[config.mk]
export PLATFORM = sky130hd
export DESIGN_NAME = tli_front
export DESIGN_NICKNAME = d
export VERILOG_FILES = /design/src/tli_pkg.sv /design/src/tli_front.sv
export SDC_FILE = /design/constraint.sdc
export NUM_CORES = 1
export LEC_CHECK = 0
export BUFFER_PORTS_ARGS = -buffer_cell sky130_fd_sc_hd__buf_2
export CORE_MARGIN = 2
export CORE_UTILIZATION = 40
export CTS_CLUSTER_SIZE = 40
export DETAILED_ROUTE_END_ITERATION = 16
export PLACE_DENSITY = 0.84
export SLEW_MARGIN = 15
export SYNTH_ARGS = -nofsm -noshare
export SYNTH_HDL_FRONTEND = slang
export SYNTH_SLANG_ARGS = --single-unit
[constraint.sdc]
create_clock -name clk -period 3 [get_ports clk]
set_clock_uncertainty 0.15 [all_clocks]
set_input_delay 0.9 -clock clk [delete_from_list [all_inputs] [get_ports clk]]
set_output_delay 0.9 -clock clk [all_outputs]
set_load 0.01 [all_outputs]
[src/tli_pkg.sv]
// Package for the table linear interpolator: payload structs, status codes
// and register indexes. No dependencies.
`timescale 1ns / 1ps
`default_nettype none
package tli_pkg;
    localparam logic OP_LOAD  = 1'b0;
    localparam logic OP_QUERY = 1'b1;

    localparam logic [1:0] ST_OK    = 2'd0;
    localparam logic [1:0] ST_RANGE = 2'd1;
    localparam logic [1:0] ST_NOPAIR = 2'd2;

    localparam logic [0:0] REG_LENGTH = 1'd0;
    localparam logic [0:0] REG_TOL    = 1'd1;

    typedef struct packed {
        logic               opcode;
        logic [7:0]         load_index;
        logic [31:0]        point_x;
        logic signed [31:0] point_y;
        logic [31:0]        query_x;
    } in_item_t;

    typedef struct packed {
        logic signed [31:0] y_value;
        logic [1:0]         status;
    } out_item_t;
endpackage
`default_nettype wire

[src/tli_front.sv]
// Front part: accepts beats, writes loads straight into the table and
// queues queries in a short FIFO. Depends on tli_pkg.
`timescale 1ns / 1ps
`default_nettype none
module tli_front
    import tli_pkg::*;
#(
    parameter int DEPTH = 256,
    parameter int IDX_W = 8
) (
    input  wire logic             clk,
    input  wire logic             rst_n,
    input  wire logic             in_valid,
    output logic                  in_stall,
    input  wire in_item_t         in_data,
    output logic                  wr_en,
    output logic [IDX_W-1:0]      wr_idx,
    output logic [31:0]           wr_x,
    output logic [31:0]           wr_y,
    output logic                  q_valid,
    output logic [31:0]           q_x,
    input  wire logic             q_take,
    input  wire logic             back_busy
);
    logic [31:0] fifo_reg [2];
    logic        wp_reg, rp_reg;
    logic [1:0]  cnt_reg;
    logic        acc, push;

    // A load may not overtake a queued query, so loads wait until the queue
    // and the back part are empty.
    assign in_stall = (in_data.opcode == OP_LOAD) ? (cnt_reg != 2'd0 || back_busy)
                                                  : (cnt_reg == 2'd2);
    assign acc  = in_valid && !in_stall;
    assign push = acc && in_data.opcode == OP_QUERY;
    assign wr_en  = acc && in_data.opcode == OP_LOAD && {24'd0, in_data.load_index} < 32'(DEPTH);
    assign wr_idx = IDX_W'(in_data.load_index);
    assign wr_x = in_data.point_x;
    assign wr_y = in_data.point_y;
    assign q_valid = cnt_reg != 2'd0;
    assign q_x = fifo_reg[rp_reg];

    always_ff @(posedge clk) begin
        if (push) fifo_reg[wp_reg] <= in_data.query_x;
    end

    always_ff @(posedge clk or negedge rst_n) begin
        if (!rst_n)
        begin
            wp_reg <= 1'b0; rp_reg <= 1'b0; cnt_reg <= 2'd0;
        end
        else
        begin
            if (push) wp_reg <= ~wp_reg;
            if (q_take) rp_reg <= ~rp_reg;
            cnt_reg <= cnt_reg + 2'(push) - 2'(q_take);
        end
    end
endmodule
`default_nettype wire

# Word-level counts from Yosys, hierarchy flattened
# Memories as Yosys holds them, arrays and structs flattened.
# Index checks and enable logic that the tools add are counted.
# word_totals
regBits,4
ramBits,64
input_bits,110
out_inout_bits,107
elab_cells,19
memories,1
# mem_list
memory,words,width,read_ports,rd_clocked_by_memory_dff,wr,line_no,source
fifo_reg,2,32,1,0,1,tli_front.sv:25,logic [31:0] fifo_reg [2];
# op_classes
addsub,2
n_eq_ne,1
mux,3
n_bitwise,3
n_reduce_logical,6
# op_table
operator,count
logical AND 1 bit,3
two-way mux 1 bit,3
inverter 1 bit,3
adder 2 x 1 -> 2 bit,1
equality test 2 bit (second input constant),1
nonzero test 2 bit,1
subtractor 2 x 1 -> 2 bit,1
logical NOT 1 bit,1
logical OR 1 bit,1

# Logic depth before layout (Yosys ltp)
# logic_depth
depth_word,8
ltp_mapped,7
mapped_depth_nobuf,7

# Least setup slack after synthesis
# No wires, ideal clock.
# synth_timing
kind,input to register
start,in in_valid
end,"mem fifo_reg[0][0], enable pin"
setup_time_ps,421
arrival_time_ps,2422
t_required_ps,2429
slack_ps,7
stages,2
path_buffers,0
cell_sequence,nand3_1 -> nor2_1
# synth_between
elab_chain_cells,4
# synth_rtl
element,line_no,source
start: declaration,tli_front.sv:13,"input wire logic in_valid,"
logical AND 1 bit,tli_front.sv:34,assign acc = in_valid && !in_stall;
logical AND 1 bit,tli_front.sv:35,assign push = acc && in_data.opcode == OP_QUERY;
two-way mux 1 bit,tli_front.sv:44,if (push) fifo_reg[wp_reg] <= in_data.query_x;
two-way mux 1 bit (not written as such),tli_front.sv:44,
end: declaration,tli_front.sv:25,
# Every way passes these cells.

# Worst setup path in the final report
# layout_timing
start,reg rp_reg
end,out q_x[31]
# layout_between
elab_chain_cells,1
# layout_rtl
element,line_no,source
start: declaration,tli_front.sv:26,"logic wp_reg, rp_reg;"
start signal: assignment,tli_front.sv:55,if (q_take) rp_reg <= ~rp_reg;
memory (2 x 32 bit),--,
end: declaration,tli_front.sv:21,"output logic [31:0] q_x,"
# Every way passes these cells.

==> flow_summary.html <==
<table>
<tr><th>Metric</th><th>Value</th></tr>
<tr><th colspan="2">Cells and area</th></tr>
<tr><td>Area of all sequential standard cells</td><td>0.002023 mm2</td></tr>
<tr><td>Area growth from synthesis to layout</td><td>4.078%</td></tr>
<tr><td>Leading cell type in the layout, fill and taps excluded</td><td>sky130_fd_sc_hd__buf_2</td></tr>
<tr><td>Flip-flop count of the largest register, all copies and words added</td><td>64</td></tr>
<tr><td>Commonest non-fill, non-tap cells in the layout</td><td>sky130_fd_sc_hd__buf_2, sky130_fd_sc_hd__edfxtp_1, sky130_fd_sc_hd__mux2_4, sky130_fd_sc_hd__clkbuf_8, sky130_fd_sc_hd__clkbuf_1</td></tr>
<tr><td>Multi-input combinational cell area</td><td>595.6 um2</td></tr>
<tr><td>Layout filler cell count</td><td>710</td></tr>
<tr><td>Final nets</td><td>314</td></tr>
<tr><td>Core occupancy in the finished layout</td><td>0.4317</td></tr>
<tr><td>Share of layout cells above drive strength 1</td><td>0.5894</td></tr>
<tr><th colspan="2">Drt</th></tr>
<tr><td>Routed WL</td><td>5018 um</td></tr>
<tr><td>Routed via count divided by cell count</td><td>4.542</td></tr>
<tr><td>Number of nets still failing antenna checks after routing</td><td>0</td></tr>
<tr><td>Initial drt markers</td><td>30</td></tr>
<tr><td># DRC</td><td>0</td></tr>
<tr><td>Drt first pass iters</td><td>3</td></tr>
<tr><td>Total via count in the routed design</td><td>1408</td></tr>
<tr><td>WL/cell</td><td>16.19 um</td></tr>
<tr><th colspan="2">Setup path</th></tr>
<tr><td>Worst path max stage delay</td><td>0.39 ns</td></tr>
<tr><td>Critical-path cell list</td><td>buf_12 -&gt; mux2_2 -&gt; buf_2</td></tr>
<tr><td>Total stage count of the critical path</td><td>3</td></tr>
<tr><td>Source of the critical timing path</td><td>rp_reg$_DFFE_PN0P_</td></tr>
<tr><td>CP max-delay cell</td><td>sky130_fd_sc_hd__mux2_2</td></tr>
<tr><td>Arrival time of the worst setup path</td><td>1.49 ns</td></tr>
<tr><td>FF-to-FF End</td><td>cnt_reg[1]$_DFF_PN0_</td></tr>
<tr><td>Cell family contributing the most delay on the critical path</td><td>buffers and inverters</td></tr>
<tr><td>Worst Setup Path Type</td><td>reg2out</td></tr>
<tr><td>Launching element type of the critical path</td><td>flop</td></tr>
<tr><td>Register-to-Register Setup Slack</td><td>1.06 ns</td></tr>
<tr><td>Critical Path End Type</td><td>primary output</td></tr>
<tr><td>Worst Path Required</td><td>between 1.5 and 2 ns</td></tr>
<tr><td>Worst reg2reg path depth</td><td>7</td></tr>
<tr><td>Launch instance of the worst register-to-register path</td><td>cnt_reg[0]$_DFF_PN0_</td></tr>
<tr><td>End point of the critical path</td><td>q_x[31]</td></tr>
<tr><td>Crit path buffers/inverters</td><td>2</td></tr>
<tr><td>Crit path max fanout</td><td>33</td></tr>
<tr><th colspan="2">Global route</th></tr>
<tr><td>First-pass GRT wire length</td><td>7293 um</td></tr>
<tr><td>Vias in the first global route</td><td>1444</td></tr>
<tr><td>Pin count of the biggest net entering global routing</td><td>34</td></tr>
<tr><td>GR Overflow Total</td><td>0</td></tr>
<tr><td>All-Layer GR Usage</td><td>0.1155</td></tr>
<tr><td>Number of antenna violations at the first check in global routing</td><td>0</td></tr>
<tr><th colspan="2">Timing</th></tr>
<tr><td>Fmax achieved</td><td>393.4 MHz</td></tr>
<tr><td>Count of final setup violators</td><td>0</td></tr>
<tr><td>Accumulated negative setup slack</td><td>0 ns</td></tr>
<tr><td>Final hold viol count</td><td>0</td></tr>
<tr><td>Crit share post-route</td><td>0.8472</td></tr>
<tr><td>Post-Route Hold Slack</td><td>0.2132 ns</td></tr>
<tr><td>Slew margin rel.</td><td>0.7036</td></tr>
<tr><td>Actual slew at the worst max-slew pin</td><td>0.4435 ns</td></tr>
<tr><td>RSZ-0062 raised after global routing</td><td>no</td></tr>
<tr><td>Number of max-slew violations in the final report</td><td>0</td></tr>
<tr><td>Minimum period implied by the final worst setup slack</td><td>2.542 ns</td></tr>
<tr><th colspan="2">Synthesis</th></tr>
<tr><td>Mapped cell area</td><td>0.003222 mm2</td></tr>
<tr><td>Fraction of the yosys area taken by sequential cells</td><td>0.6276</td></tr>
<tr><td>Number of distinct library cell variants in the gate-level netlist after synthesis</td><td>17</td></tr>
<tr><td>Post-synthesis average cell area</td><td>between 15 and 20 um2</td></tr>
<tr><td>Total nets after synthesis</td><td>304</td></tr>
<tr><td>Post-synth ARST share</td><td>0.05882</td></tr>
<tr><td>Number of enable-type register cells in the synthesized netlist</td><td>64</td></tr>
<tr><td>Number of instances in the synthesized netlist</td><td>192</td></tr>
<tr><td>Yosys reg bits</td><td>68</td></tr>
<tr><td>Synth Flop Type</td><td>sky130_fd_sc_hd__edfxtp_1</td></tr>
<tr><td>Syn. warnings</td><td>0</td></tr>
<tr><th colspan="2">CTS</th></tr>
<tr><td>Clock latency on the worst-skew pair</td><td>0.33 ns</td></tr>
<tr><td>CTS tree</td><td>yes</td></tr>
<tr><td>Clock slew at the register clock pins of the worst setup and hold paths</td><td>0.07 ns</td></tr>
<tr><td># hold bufs at CTS</td><td>0</td></tr>
<tr><td>CTS Root Cell</td><td>sky130_fd_sc_hd__clkbuf_8</td></tr>
<tr><td>Post-CTS repair timing setup buffer count</td><td>0</td></tr>
<tr><td>Number of sinks driven by the clock tree</td><td>68</td></tr>
<tr><td>Number of H-tree branching levels</td><td>3</td></tr>
<tr><td>CTS Buf Count</td><td>9</td></tr>
<tr><td>Count of instances resized after the clock tree is built</td><td>0</td></tr>
<tr><td>Deepest clock path buffer count</td><td>2</td></tr>
<tr><th colspan="2">Placement</th></tr>
<tr><td>Weighted congestion reported at the end of routability-driven placement</td><td>about 0.62</td></tr>
<tr><td>Port-buffer cells</td><td>72</td></tr>
<tr><td>Sum of net half-perimeters after detailed placement</td><td>3694 um</td></tr>
<tr><th colspan="2">Power</th></tr>
<tr><td>Pwr dens</td><td>841.3 mW/mm2</td></tr>
<tr><td>IR Drop Worst-Case VDD</td><td>roughly 0.35 mV</td></tr>
<tr><td>Standby leakage power</td><td>~1.3 nW</td></tr>
<tr><th colspan="2">Floorplan</th></tr>
<tr><td>Number of standard-cell rows in the floorplan</td><td>32</td></tr>
<tr><td>IO Pins</td><td>around 220</td></tr>
<tr><td>Full die area</td><td>0.008788 mm2</td></tr>
<tr><td>Chip height</td><td>93.75 um</td></tr>
<tr><td>Standard cell core area</td><td>about 0.0078 mm2</td></tr>
<tr><td>Horizontal extent of the die</td><td>roughly 94 um</td></tr>
<tr><td>Starting density of the core</td><td>0.4148</td></tr>
<tr><th colspan="2">Job</th></tr>
<tr><td>Number of max-cap violations</td><td>0</td></tr>
<tr><th colspan="2">Status</th></tr>
<tr><td>Result of the run</td><td>finished clean</td></tr>
<tr><th colspan="2">Worst hold path</th></tr>
<tr><td>Worst min path class</td><td>in2async</td></tr>
</table>
worst min path at each step:
stage | from | slack [ns] | endpoint | cells after the start
floorplan | wp_reg$_DFFE_PN0P_ | 0.32 | wp_reg$_DFFE_PN0P_ | 1
global placement | cnt_reg[1]$_DFF_PN0_ | 0.36 | cnt_reg[1]$_DFF_PN0_ | 1
detailed placement | cnt_reg[1]$_DFF_PN0_ | 0.37 | cnt_reg[1]$_DFF_PN0_ | 1
CTS | rst_n | 0.20 | wp_reg$_DFFE_PN0P_ | 1
global route | rst_n | 0.20 | rp_reg$_DFFE_PN0P_ | 1
finish | rst_n | 0.21 | wp_reg$_DFFE_PN0P_ | 1
kinds of logic after synthesis:
kind of cell / share of synthesized area
multiplexers: 0.1456
adder cells (fa/ha/maj): 0.007766
AND/OR/NAND/NOR: 0.01437
AO/OA/AOI/OAI: 0.001552
flip-flops: 0.6276
XOR/XNOR: 0.01088
buffers and inverters: 0.1922
layer usage:
layer | GRT usage | routed length (um)
met2 | 0.1851 | 2488
met5 | 0 | 0
met3 | 0.04575 | 463
met4 | 0.1002 | 227
met1 | 0.1157 | 1839
cells in the mapped netlist (all sizes together), types with 2 or more instances:
cell type  instances  area, um2
buf               76      611.8
dfrtp              4      100.1
edfxtp            64       1922
ha                 2      25.02
inv                2      7.510
mux2              32      469.2
nor2               3      11.26
xnor2              3      26.28
cell type report:
type / instances / area share
Multi-Input combinational cell: 46 / 0.1776
Antenna cell: 1 / 0.0007463
Clock buffer: 13 / 0.04142
Timing Repair Buffer: 75 / 0.1254
Sequential cell: 68 / 0.6034
Clock inverter: 3 / 0.01119
Inverter: 2 / 0.002239
Tap cell: 102 / 0.03806
power breakdown:
group          internal, W  switching [W]
clock network     0.000380       0.000291
logic             0.000483       0.000420
registers          0.00119      0.0000560
total              0.00205       0.000767
metrics by stage:
step	setup WS (ns)	instance area (um2)	std cells	total power (W)
final	0.4583	3353	310	0.002821
after detailed placement	0.5258	3174	293	0.002192
after global placement	0.5154	3174	293	0.002166
after CTS	0.4297	3351	309	0.002869
after floorplan	0.007188	3222	192	0.002050
after global routing	0.3923	3351	309	0.002964
(Power assumes the default switching activity.)
